### src/rtl/rrts_pkg.sv
`timescale 1ns / 1ps
package rrts_pkg;

  typedef enum logic [2:0] {
    CMD_CREATE    = 3'd0,
    CMD_SCHEDULE  = 3'd1,
    CMD_BLOCK     = 3'd2,
    CMD_UNBLOCK   = 3'd3,
    CMD_EXIT      = 3'd4,
    CMD_TERMINATE = 3'd5,
    CMD_REAP      = 3'd6,
    CMD_WAIT_ANY  = 3'd7
  } cmd_code_t;

  typedef enum logic [2:0] {
    STS_OK       = 3'd0,
    STS_FULL     = 3'd1,
    STS_NO_READY = 3'd2,
    STS_LAST     = 3'd3,
    STS_WAITING  = 3'd4,
    STS_NO_CHILD = 3'd5,
    STS_BAD_SLOT = 3'd6
  } status_code_t;

  typedef enum logic [1:0] {
    SL_FREE    = 2'd0,
    SL_READY   = 2'd1,
    SL_BLOCKED = 2'd2,
    SL_ZOMBIE  = 2'd3
  } slot_state_t;

  typedef enum logic [2:0] {
    CS_IDLE,
    CS_EXEC,
    CS_WALK,
    CS_SCAN,
    CS_DONE
  } ctl_state_t;

  localparam logic [15:0] NO_CHILD_ID = 16'hFFFF;

  typedef struct packed {
    logic [2:0]         command;
    logic [3:0]         task_slot;
    logic signed [31:0] exit_value;
  } in_item_t;

  typedef struct packed {
    logic [3:0]         current_slot;
    logic               switched;
    logic [3:0]         result_slot;
    logic [15:0]        result_id;
    logic signed [31:0] result_code;
    logic [2:0]         status;
  } out_item_t;

  typedef struct packed {
    logic load;
    logic exec;
    logic walk;
    logic scan;
    logic emit;
  } dp_cmd_t;

  typedef struct packed {
    logic need_walk;
    logic need_scan;
    logic walk_end;
    logic scan_end;
    logic scan_walk;
    logic out_busy;
  } dp_sts_t;

endpackage

### src/rtl/rrts_ctrl.sv
`timescale 1ns / 1ps
module rrts_ctrl import rrts_pkg::*; (
  input  logic    clk,
  input  logic    rst_n,
  input  logic    in_valid,
  output logic    in_stall,
  input  dp_sts_t sts,
  output dp_cmd_t cmd
);

  ctl_state_t state_r, state_nxt;

  always_ff @(posedge clk) begin
    if (!rst_n) begin
      state_r <= CS_IDLE;
    end else begin
      state_r <= state_nxt;
    end
  end

  always_comb begin
    state_nxt = state_r;
    case (state_r)
      CS_IDLE: begin
        if (in_valid) state_nxt = CS_EXEC;
      end
      CS_EXEC: begin
        if (sts.need_scan) state_nxt = CS_SCAN;
        else if (sts.need_walk) state_nxt = CS_WALK;
        else state_nxt = CS_DONE;
      end
      CS_WALK: begin
        if (sts.walk_end) state_nxt = CS_DONE;
      end
      CS_SCAN: begin
        if (sts.scan_end) state_nxt = sts.scan_walk ? CS_WALK : CS_DONE;
      end
      CS_DONE: begin
        if (!sts.out_busy) state_nxt = CS_IDLE;
      end
      default: state_nxt = CS_IDLE;
    endcase
  end

  always_comb begin
    in_stall = (state_r != CS_IDLE);
    cmd      = '0;
    case (state_r)
      CS_IDLE: cmd.load = in_valid;
      CS_EXEC: cmd.exec = 1'b1;
      CS_WALK: cmd.walk = 1'b1;
      CS_SCAN: cmd.scan = 1'b1;
      CS_DONE: cmd.emit = !sts.out_busy;
      default: cmd = '0;
    endcase
  end

endmodule

### src/rtl/rrts_dp.sv
`timescale 1ns / 1ps
module rrts_dp import rrts_pkg::*; #(
  parameter int MAX_TASKS = 16
) (
  input  logic      clk,
  input  logic      rst_n,
  input  logic      cfg_we,
  input  logic      cfg_wdata,
  input  in_item_t  in_item,
  input  dp_cmd_t   cmd,
  output dp_sts_t   sts,
  output logic      out_valid,
  input  logic      out_stall,
  output out_item_t out_item
);

  localparam int SW = (MAX_TASKS > 1) ? $clog2(MAX_TASKS) : 1;
  localparam int KW = $clog2(MAX_TASKS + 1);

  slot_state_t st_r  [MAX_TASKS];
  logic [SW-1:0] nxt_r [MAX_TASKS];
  logic [SW-1:0] prv_r [MAX_TASKS];
  logic [SW-1:0] par_r [MAX_TASKS];
  logic          pv_r  [MAX_TASKS];
  logic [15:0]   idn_r [MAX_TASKS];
  logic [31:0]   ex_r  [MAX_TASKS];

  logic          enable_r;
  logic [SW-1:0] run_r, before_r;
  logic [KW-1:0] live_r;
  logic [15:0]   idc_r;

  logic [2:0]         cmd_r;
  logic [3:0]         tgt_r;
  logic signed [31:0] code_r;

  logic [SW-1:0] rslot_r;
  logic [15:0]   rid_r;
  logic [31:0]   rcode_r;
  logic [2:0]    stat_r;
  logic          wait_r;

  logic [SW-1:0] n_r;
  logic [KW-1:0] k_r;
  logic          any_r;

  out_item_t out_r;
  logic      out_valid_r;

  logic [SW-1:0] tgt_i;
  logic          tgt_ok;
  logic          free_found;
  logic [SW-1:0] free_idx;
  logic          exit_like;
  logic          cr_en, blk_en, ub_en, mz_en, ul_en;
  logic [SW-1:0] mz_s, ul_s;
  logic [2:0]    exec_status;
  logic          exec_wait;
  logic          k_max;
  logic          scan_hit, scan_found;

  assign tgt_i  = SW'(tgt_r);
  assign tgt_ok = (32'(tgt_r) < 32'(MAX_TASKS)) && (st_r[tgt_i] != SL_FREE);
  assign k_max  = (k_r == KW'(MAX_TASKS));
  assign exit_like = (cmd_r == CMD_EXIT) ||
                     ((cmd_r == CMD_TERMINATE) && tgt_ok && (tgt_i == run_r));

  // lowest free slot
  always_comb begin
    free_found = 1'b0;
    free_idx   = '0;
    for (int i = MAX_TASKS - 1; i >= 0; i--) begin
      if (st_r[i] == SL_FREE) begin
        free_found = 1'b1;
        free_idx   = SW'(i);
      end
    end
  end

  assign scan_hit   = pv_r[n_r] && (par_r[n_r] == run_r);
  assign scan_found = (n_r != run_r) && !k_max && scan_hit && (st_r[n_r] == SL_ZOMBIE);

  always_comb begin
    cr_en = 1'b0; blk_en = 1'b0; ub_en = 1'b0; mz_en = 1'b0; ul_en = 1'b0;
    mz_s = run_r; ul_s = tgt_i;
    exec_status = STS_OK;
    exec_wait   = 1'b0;
    sts = '0;
    if (cmd.exec) begin
      case (cmd_r)
        CMD_CREATE: begin
          if (free_found) cr_en = 1'b1;
          else exec_status = STS_FULL;
        end
        CMD_SCHEDULE: sts.need_walk = enable_r;
        CMD_BLOCK: begin
          blk_en = 1'b1;
          sts.need_walk = enable_r;
        end
        CMD_UNBLOCK: begin
          if (!tgt_ok) exec_status = STS_BAD_SLOT;
          else ub_en = (st_r[tgt_i] == SL_BLOCKED);
        end
        CMD_EXIT, CMD_TERMINATE: begin
          if (!exit_like && !tgt_ok) begin
            exec_status = STS_BAD_SLOT;
          end else begin
            mz_en = 1'b1;
            mz_s  = exit_like ? run_r : tgt_i;
            if (exit_like) begin
              if (live_r <= KW'(1)) exec_status = STS_LAST;
              else sts.need_walk = enable_r;
            end
          end
        end
        CMD_REAP: begin
          if (!tgt_ok || tgt_i == run_r) begin
            exec_status = STS_BAD_SLOT;
          end else if (st_r[tgt_i] == SL_ZOMBIE) begin
            ul_en = 1'b1;
          end else begin
            blk_en        = 1'b1;
            exec_status   = STS_WAITING;
            exec_wait     = 1'b1;
            sts.need_walk = enable_r;
          end
        end
        CMD_WAIT_ANY: sts.need_scan = 1'b1;
        default: exec_status = STS_OK;
      endcase
    end
    sts.walk_end  = (n_r == run_r) || (st_r[n_r] == SL_READY) || k_max;
    sts.scan_end  = (n_r == run_r) || k_max || scan_found;
    sts.scan_walk = sts.scan_end && !scan_found && any_r && enable_r;
    sts.out_busy  = out_valid_r && out_stall;
    if (cmd.scan && scan_found) begin
      ul_en = 1'b1;
      ul_s  = n_r;
    end
    if (cmd.scan && sts.scan_end && !scan_found && any_r) blk_en = 1'b1;
  end

  always_ff @(posedge clk) begin
    if (!rst_n) begin
      for (int i = 0; i < MAX_TASKS; i++) begin
        st_r[i]  <= SL_FREE;
        nxt_r[i] <= SW'(i);
        prv_r[i] <= SW'(i);
        pv_r[i]  <= 1'b0;
        idn_r[i] <= '0;
      end
      st_r[0]     <= SL_READY;
      run_r       <= '0;
      live_r      <= KW'(1);
      idc_r       <= 16'd1;
      enable_r    <= 1'b0;
      out_valid_r <= 1'b0;
    end else begin
      if (cfg_we) enable_r <= cfg_wdata;

      if (cmd.load) begin
        cmd_r    <= in_item.command;
        tgt_r    <= in_item.task_slot;
        code_r   <= in_item.exit_value;
        before_r <= run_r;
        rslot_r  <= '0;
        rid_r    <= '0;
        rcode_r  <= '0;
        stat_r   <= STS_OK;
        wait_r   <= 1'b0;
      end

      if (cmd.exec) begin
        n_r    <= nxt_r[run_r];
        k_r    <= '0;
        any_r  <= 1'b0;
        stat_r <= exec_status;
        wait_r <= exec_wait;
      end

      if (cr_en) begin
        st_r[free_idx]         <= SL_READY;
        par_r[free_idx]        <= run_r;
        pv_r[free_idx]         <= 1'b1;
        idn_r[free_idx]        <= idc_r;
        ex_r[free_idx]         <= '0;
        nxt_r[free_idx]        <= nxt_r[run_r];
        prv_r[free_idx]        <= run_r;
        prv_r[nxt_r[run_r]]    <= free_idx;
        nxt_r[run_r]           <= free_idx;
        idc_r                  <= idc_r + 16'd1;
        live_r                 <= live_r + KW'(1);
        rslot_r                <= free_idx;
        rid_r                  <= idc_r;
      end

      if (blk_en) st_r[run_r] <= SL_BLOCKED;
      if (ub_en) st_r[tgt_i] <= SL_READY;

      if (mz_en) begin
        st_r[mz_s] <= SL_ZOMBIE;
        ex_r[mz_s] <= code_r;
        if (pv_r[mz_s] && st_r[par_r[mz_s]] == SL_BLOCKED) st_r[par_r[mz_s]] <= SL_READY;
      end

      if (ul_en) begin
        rslot_r             <= ul_s;
        rid_r               <= idn_r[ul_s];
        rcode_r             <= ex_r[ul_s];
        nxt_r[prv_r[ul_s]]  <= nxt_r[ul_s];
        prv_r[nxt_r[ul_s]]  <= prv_r[ul_s];
        nxt_r[ul_s]         <= ul_s;
        prv_r[ul_s]         <= ul_s;
        st_r[ul_s]          <= SL_FREE;
        for (int i = 0; i < MAX_TASKS; i++) begin
          if (pv_r[i] && par_r[i] == ul_s) pv_r[i] <= 1'b0;
        end
        pv_r[ul_s] <= 1'b0;
        if (live_r != '0) live_r <= live_r - KW'(1);
      end

      if (cmd.walk) begin
        if (sts.walk_end) begin
          if (n_r != run_r && st_r[n_r] == SL_READY) run_r <= n_r;
          else if (st_r[run_r] != SL_READY && !wait_r) stat_r <= STS_NO_READY;
        end else begin
          n_r <= nxt_r[n_r];
          k_r <= k_r + KW'(1);
        end
      end

      if (cmd.scan && !scan_found) begin
        if (sts.scan_end) begin
          if (!any_r) begin
            stat_r <= STS_NO_CHILD;
            rid_r  <= NO_CHILD_ID;
          end else begin
            stat_r <= STS_WAITING;
            wait_r <= 1'b1;
            n_r    <= nxt_r[run_r];
            k_r    <= '0;
          end
        end else begin
          any_r <= any_r | scan_hit;
          n_r   <= nxt_r[n_r];
          k_r   <= k_r + KW'(1);
        end
      end

      if (cmd.emit) begin
        out_valid_r <= 1'b1;
      end else if (!out_stall) begin
        out_valid_r <= 1'b0;
      end
    end
  end

  always_ff @(posedge clk) begin
    if (cmd.emit) begin
      out_r.current_slot <= 4'(run_r);
      out_r.switched     <= (run_r != before_r);
      out_r.result_slot  <= 4'(rslot_r);
      out_r.result_id    <= rid_r;
      out_r.result_code  <= rcode_r;
      out_r.status       <= stat_r;
    end
  end

  assign out_valid = out_valid_r;
  assign out_item  = out_r;

`ifndef ASSERT_OFF
  a_live_nonzero: assert property (@(posedge clk) disable iff (!rst_n)
    live_r != '0) else $error("live task count dropped to zero");
  a_run_not_free: assert property (@(posedge clk) disable iff (!rst_n)
    st_r[run_r] != SL_FREE) else $error("running slot is free");
  a_ring_link: assert property (@(posedge clk) disable iff (!rst_n)
    prv_r[nxt_r[run_r]] == run_r) else $error("ring links broken at running slot");
  a_last_no_switch: assert property (@(posedge clk) disable iff (!rst_n)
    out_valid_r && out_r.status == STS_LAST |-> !out_r.switched)
    else $error("switch reported with last task halted");
`endif

endmodule

### src/rtl/round_robin_task_scheduler.sv
`timescale 1ns / 1ps
// round-robin task scheduler: slot table joined in a circular doubly linked ring
// input channel (in_valid/in_stall/in_item): one command item, taken when
//   in_valid is high and in_stall is low; in_stall stays high while a command
//   is in progress
// output channel (out_valid/out_stall/out_item): one result item per command,
//   held in an output register until taken; a new command can be accepted
//   while the previous result is still waiting
// cfg port: cfg_we writes cfg_wdata into the scheduling enable register
// command steps: accept, execute, then the schedule walk and the wait-any
//   child scan over the ring entries, then load of the result register
// the ring walk visits one slot per cycle
// reset: slot zero ready and running, every other slot free, scheduling
//   disabled, no result pending
// a stalled receiver holds the result; the block finishes the next command
//   and waits in its done state until the output register frees up
module round_robin_task_scheduler import rrts_pkg::*; #(
  parameter int MAX_TASKS = 16
) (
  input  logic      clk,
  input  logic      rst_n,
  input  logic      cfg_we,
  input  logic      cfg_wdata,
  input  logic      in_valid,
  output logic      in_stall,
  input  in_item_t  in_item,
  output logic      out_valid,
  input  logic      out_stall,
  output out_item_t out_item
);

  // command and status between sequencer and slot table
  dp_cmd_t dp_cmd;
  dp_sts_t dp_sts;

  // sequencer: execute, ring walk, child scan, result hand-off
  rrts_ctrl u_ctrl (
    .clk      (clk),
    .rst_n    (rst_n),
    .in_valid (in_valid),
    .in_stall (in_stall),
    .sts      (dp_sts),
    .cmd      (dp_cmd)
  );

  // slot table, ring pointers and result register
  rrts_dp #(
    .MAX_TASKS (MAX_TASKS)
  ) u_dp (
    .clk       (clk),
    .rst_n     (rst_n),
    .cfg_we    (cfg_we),
    .cfg_wdata (cfg_wdata),
    .in_item   (in_item),
    .cmd       (dp_cmd),
    .sts       (dp_sts),
    .out_valid (out_valid),
    .out_stall (out_stall),
    .out_item  (out_item)
  );

endmodule
### config.mk
export PLATFORM = sky130hd
export DESIGN_NAME = round_robin_task_scheduler
export DESIGN_NICKNAME = d
export VERILOG_FILES = /design/src/rtl/rrts_pkg.sv /design/src/rtl/rrts_ctrl.sv /design/src/rtl/rrts_dp.sv /design/src/rtl/round_robin_task_scheduler.sv
export SDC_FILE = /design/constraint.sdc
export NUM_CORES = 2
export LEC_CHECK = 0
export ABC_CLOCK_PERIOD_IN_PS = 5300
export BUFFER_PORTS_ARGS = -buffer_cell sky130_fd_sc_hd__buf_4
export CELL_PAD_IN_SITES_DETAIL_PLACEMENT = 1
export CELL_PAD_IN_SITES_GLOBAL_PLACEMENT = 1
export CORE_UTILIZATION = 40
export CTS_BUF_LIST = sky130_fd_sc_hd__clkbuf_4 sky130_fd_sc_hd__clkbuf_8
export DETAILED_ROUTE_END_ITERATION = 8
export PLACE_DENSITY = 0.7
export SYNTH_ARGS = -nofsm -noshare
export SYNTH_HDL_FRONTEND = slang
export SYNTH_SLANG_ARGS = --single-unit
### constraint.sdc
create_clock -name clk -period 5.3 [get_ports clk]
set_clock_uncertainty 0.05 [all_clocks]
set_input_delay 0.265 -clock clk [delete_from_list [all_inputs] [get_ports clk]]
set_output_delay 0.265 -clock clk [all_outputs]
set_load 0.02 [all_outputs]
## Yosys cells after proc, flatten, opt, wreduce, memory -nomap -nowiden

Memory sizes are Yosys's and may differ from the RTL's. A register that Yosys moved wholly into a read port is not among the register bits.
Cells that the tools add are included.

| cells by class | value |
|---|---|
| bitwise logic cells | 18 |
| multiplexer cells | 292 |
| add/subtract/negate cells | 4 |
| eq/ne operators | 44 |
| reductions and logical operators | 94 |
| magnitude comparators | 1 |

Operator list:

| operator | count |
|---|---|
| 2-to-1 mux 4 bit | 64 |
| 2-to-1 mux 1 bit | 176 |
| 2-to-1 mux 16 bit | 7 |
| 2-to-1 mux 32 bit | 3 |
| == test 4 bit | 19 |
| 2-to-1 mux 3 bit | 20 |
| 2-to-1 mux 5 bit | 9 |
| logical AND 1 bit | 35 |
| zero test 2 bit | 16 |
| OR reduction 32 bit | 1 |
| OR reduction 4 bit | 8 |
| 2-to-1 mux 2 bit | 9 |
| OR 1 bit | 18 |
| adder 16 x 1 -> 16 bit (second input constant) | 1 |
| OR reduction 16 bit | 1 |
| OR reduction 2 bit | 8 |
| == test 3 bit (second input constant) | 5 |
| case mux 3 bit (5 select lines) | 1 |
| == test 3 x 2 -> 1 bit (second input constant) | 4 |
| case mux 3 bit (4 select lines) | 1 |
| adder 5 x 1 -> 5 bit (second input constant) | 2 |
| == test 2 bit (second input constant) | 4 |
| inequality test 2 bit (second input constant) | 4 |
| inequality test 4 bit | 2 |
| 18 further kinds | 35 |

| word-level totals | value |
|---|---|
| bits of input ports | 45 |
| flip-flop bits (word level) | 199 |
| bits in writable memories | 1,008 |
| output and inout bits | 62 |
| memories kept | 7 |

Memory list:

| memory | words | width | read ports | clocked after memory_dff | wr ports | line | text |
|---|---|---|---|---|---|---|---|
| u_dp.ex_r | 16 | 32 | 1 | 0 | 1 | rrts_dp.sv:26 | `logic [31:0] ex_r [MAX_TASKS];` |
| u_dp.idn_r | 16 | 16 | 1 | 0 | 16 | rrts_dp.sv:25 | `logic [15:0] idn_r [MAX_TASKS];` |
| u_dp.nxt_r | 16 | 4 | 3 | 2 | 16 | rrts_dp.sv:21 | `logic [SW-1:0] nxt_r [MAX_TASKS];` |
| u_dp.par_r | 16 | 4 | 18 | 1 | 1 | rrts_dp.sv:23 | `logic [SW-1:0] par_r [MAX_TASKS];` |
| u_dp.prv_r | 16 | 4 | 1 | 0 | 16 | rrts_dp.sv:22 | `logic [SW-1:0] prv_r [MAX_TASKS];` |
| u_dp.st_r | 16 | 2 | 20 | 3 | 16 | rrts_dp.sv:20 | `slot_state_t st_r [MAX_TASKS];` |
| 1 more memories | n/a | n/a | n/a | n/a | n/a | n/a |  |

## Longest topological paths before layout

An unclocked memory read counts as a cell.

| depth | value |
|---|---|
| word-level depth | 30 |
| depth in mapped cells | 20 |
| gate-level depth less buffers | 14 |

## Cells and area by module

From an unflattened synthesis, not the netlist that was laid out.

| second synthesis, totals | value |
|---|---|
| cells, all modules | 5,578 |
| area total of the unflattened synthesis | 60,873.4 um^2 |

By module, submodules not included:

| module | cells an instance | area an instance (um^2) | times used | sequential area each (um^2) |
|---|---|---|---|---|
| rrts_dp | 5,544 | 60,590.6 | 1 | 35,644.2 |
| rrts_ctrl | 34 | 282.8 | 1 | 60.1 |

## Least setup slack after synthesis

Ideal clock, no wire load.

| path | value |
|---|---|
| kind | register to register |
| start | register, netlist name u_dp.run_r[1] |
| end | memory u_dp.idn_r[4][0] (enable) |
| stages on the path, launching flop included | 14 |
| arrival | 4.182 ns |
| data required time | 4.875 ns |
| buffers on the path | 2 |
| slack | 0.693 ns |
| cells stage by stage | dfxtp_1 clkbuf_1 xor2_1 o41ai_2 nor4_1 or2_1 and4_1 a21oi_2 buf_2 nor2_1 nor2_1 nand2_2 nor3_1 nand2b_1 |

RTL lines:

| item | line |
|---|---|
| end, declared | rrts_dp.sv:25 |

==> flow_summary.toml <==
[setup_path]
required_ps = 5820
cp_data_arrival_time_ps = 5670
regToRegEndpoint = "u_dp.prv_r[1][0]"
endpoint = "u_dp.prv_r[1][0]"
worstPathMaxFanout = 23
start_kind = "flop"
critical_path_class = "reg -> reg"
r2r_slack_ps = 160
endpoint_kind = "flop"
r2r_cells = 16

[die]
die_w_um = 384
design.core.area_sq_um = 144200
die_area_sq_um = 147500
pin_count = 107
die_h_um = 384
start_util_pct = 40.48
fp-row-count = 139

[pwr]
vdd_drop_max_v = 0.0002425
p_per_area_nw_per_um2 = 309.1
power.leakage_nw = 23.72

[global_routing]
grt_max_degree = 164
met3_usage_pct = 5.270
grt_pass1_vias = 45130
grt_overflow_total = 0
top_usage_layer = "met2"
grt.total_usage_pct = 27.45
antenna_found_initial = 6
gr-usage-met2_pct = 44.16
grt_pass1_wl_um = 300300
grt_util_met1_pct = 37.50

[clocking]
ctsRootBufferMaster = "clkbuf_8"
htreeDepth = 4
cts_buffer_depth = 3
cts_tree = "built"
cts_buffers = 206
clock_latency_ps = 960
clkTransAtPathRegs_ps = 60
clock_sinks = 1219

[sta]
holdWs_ps = 113.2
fin_crit_ps = 5144
finalCritPeriodShare_pct = 97.06
slew_violations = 0
worstMarginPinSlew_ps = 1160
rsz0062_at_grt = "no"
hold_viol = 0
max_freq_ghz = 0.1944
tns_ps = 0
max_slew_margin_pct = 22.68
setup_viol = 0

[drt]
route.vias.total = 44430
drc = 0
wirelength_um = 204600
ant_nets = 0
first_pass_iters = 5
viasPerCell = 6.015
post_drt_wl_per_cell_um = 27.70
drt_iter0_drc = 4392

[yosys]
yosys_warnings = 0
synth_edf_count = 1136
async_reset_ff_share_pct = 0
syn-num-nets = 5052
synthFlopType = "edfxtp_1"
synth.distinct_cells = 96
syn_area_sq_um = 58370
syn_avg_cell_area_sq_um = 11.67
ys_seq_elements = 1219
seq_area_frac_synth_pct = 61.29
syn_inst = 5001

[worst_hold_path]
min_path_type = "in -> reg"

[placed_design]
dpl.hpwl_um = 129500
place.gp.congestion = 0.9890
port_buffers = 106

[cells_and_area]
drive_gt1_share_pct = 17.81
area_growth_pct = 15.97
fin_nets = 5365

[flow_run]
maxCapViolations = 0

[status]
status = "finished clean"
-- critical path, stage by stage, from the launching register on --
cell and delay, ps:
dfxtp_2 340, buf_12 200, mux4_2 520, mux2i_1 270
mux2i_1 150, xnor2_1 300, buf_4 180, and3_1 360
nand3_1 240, buf_4 200, o2bb2ai_1 270, o311ai_0 230
nor3_1 340, buf_4 200, buf_4 130, o21ai_1 240
o211ai_1 530
-- per-stage QoR --
stage                     utilization [%]  power [mW]  std cells  setup WS (ps)  cell area, sq um
after CTS                           46.89       21.03       7380          56.92             67600
after floorplan                         -       11.90       5001          693.1             58370
final                               46.95       20.92       7387          155.9             67690
after global routing                46.95       21.55       7386          5.317             67690
after global placement              43.49       12.51       6923          170.5             62700
after detailed placement            43.49       12.55       6923          131.0             62700
-- routing by layer --
layer / up-vias / share of wire, %
li1: 19200 / -
met1: 22940 / 42
met2: 1914 / 47
met3: 370 / 8.1
met4: 4 / 2.7
met5: - / 0.015
-- synthesized netlist by cell type (all sizes together) (7+ instances only) --
cell     number  area (sq um)
edfxtp     1136         34110
nand2       932          3511
nand3       527          2643
and2        312          1952
clkbuf      275          1032
nor2        211         794.5
mux4        124          2793
a21oi       115         594.3
mux2i       108          1094
buf          99         488.0
a211oi       94         710.7
and3         92         575.6
a31oi        87         544.3
dfxtp        83          1662
o21ai        78         394.1
xnor2        77         674.4
nor3         65         335.3
o22ai        56         350.3
nand2b       46         287.8
o211ai       41         307.8
inv          34         127.6
or2          29         183.9
mux2         26         292.8
o32ai        23         201.4
o31ai        21         162.6
or4          21         157.7
nand4        19         118.9
o32a         19         190.2
a22oi        18         135.1
or3          17         111.4
xor2         17         148.9
nor2b        16         100.1
nor3b        15         112.6
a21o         14         105.1
nor4         13         81.33
o22a         10         87.58
o2111ai       9         96.35
o21a          9         67.56
a21boi        8         63.81
a22o          7         61.31
a32oi         7         61.31
-- layout by cell type (no fill, tap or decap), drive strengths merged, types with 87 or more instances in the layout --
master and n:
a31oi 87, nand2 932, buf 396, edfxtp 1136
clkbuf 292, mux2i 108, and2 312, a21oi 115
mux4 124, nand3 527, a211oi 94, and3 92
nor2 211
-- cell type report --
cell class              instances  area (sq um)
inverters                      37         140.1
repair buffers                479          4078
clock buffers                 292          3518
diodes                          4         10.01
well taps                    1903          2381
fillers                     15130         76480
multi-input cells            3371         21230
clock inverters                82         550.5
flip-flops and latches       1219         35780
-- state kept, by name, summed over array words and instances (netlist names), 60 cells and up, named ones only --
signal,flops
u_dp.ex_r,512
u_dp.idn_r,256
u_dp.nxt_r,64
u_dp.out_item,60
u_dp.par_r,64
u_dp.prv_r,64
-- cells by family (layout without fill, tap and decap cells) --
group | count (synthesis) | in the layout | share of synthesized area (%)
compound gates | 674 | 674 | 8.004
xor+xnor | 94 | 94 | 1.410
fa+ha+maj | 6 | 6 | 0.1286
buf+inv | 411 | 890 | 2.842
flops | 1219 | 1219 | 61.29
mux | 258 | 258 | 7.160
other cells | 0 | 4 | 0
simple gates | 2339 | 2339 | 19.17
-- report_power, final --
part / total, mW / internal, mW / switching, mW
clock network: 8.50 / 4.52 / 3.97
registers: 10.8 / 10.6 / 0.128
logic: 1.66 / 0.599 / 1.06
-- worst min path at each step --
stage,start,slack (ps),cells past startpoint,endpoint
after floorplan,in_item[36],310,0,u_dp.cmd_r[0]
after detailed placement,u_dp.rcode_r[14],360,0,u_dp.out_item[17]
final,cfg_we,110,4,u_dp.enable_r
after global routing,cfg_we,100,4,u_dp.enable_r
after global placement,u_dp.rcode_r[3],350,0,u_dp.out_item[6]
after CTS,cfg_we,30,4,u_dp.enable_r
-- repair_timing --
item,CTS,global route
hold endpoints to repair,116,0
hold buffers,83,0
setup endpoints to repair,0,122
gates resized for setup,0,18
buffers inserted,0,3
No activity file was read; power rests on OpenSTA's default activity.
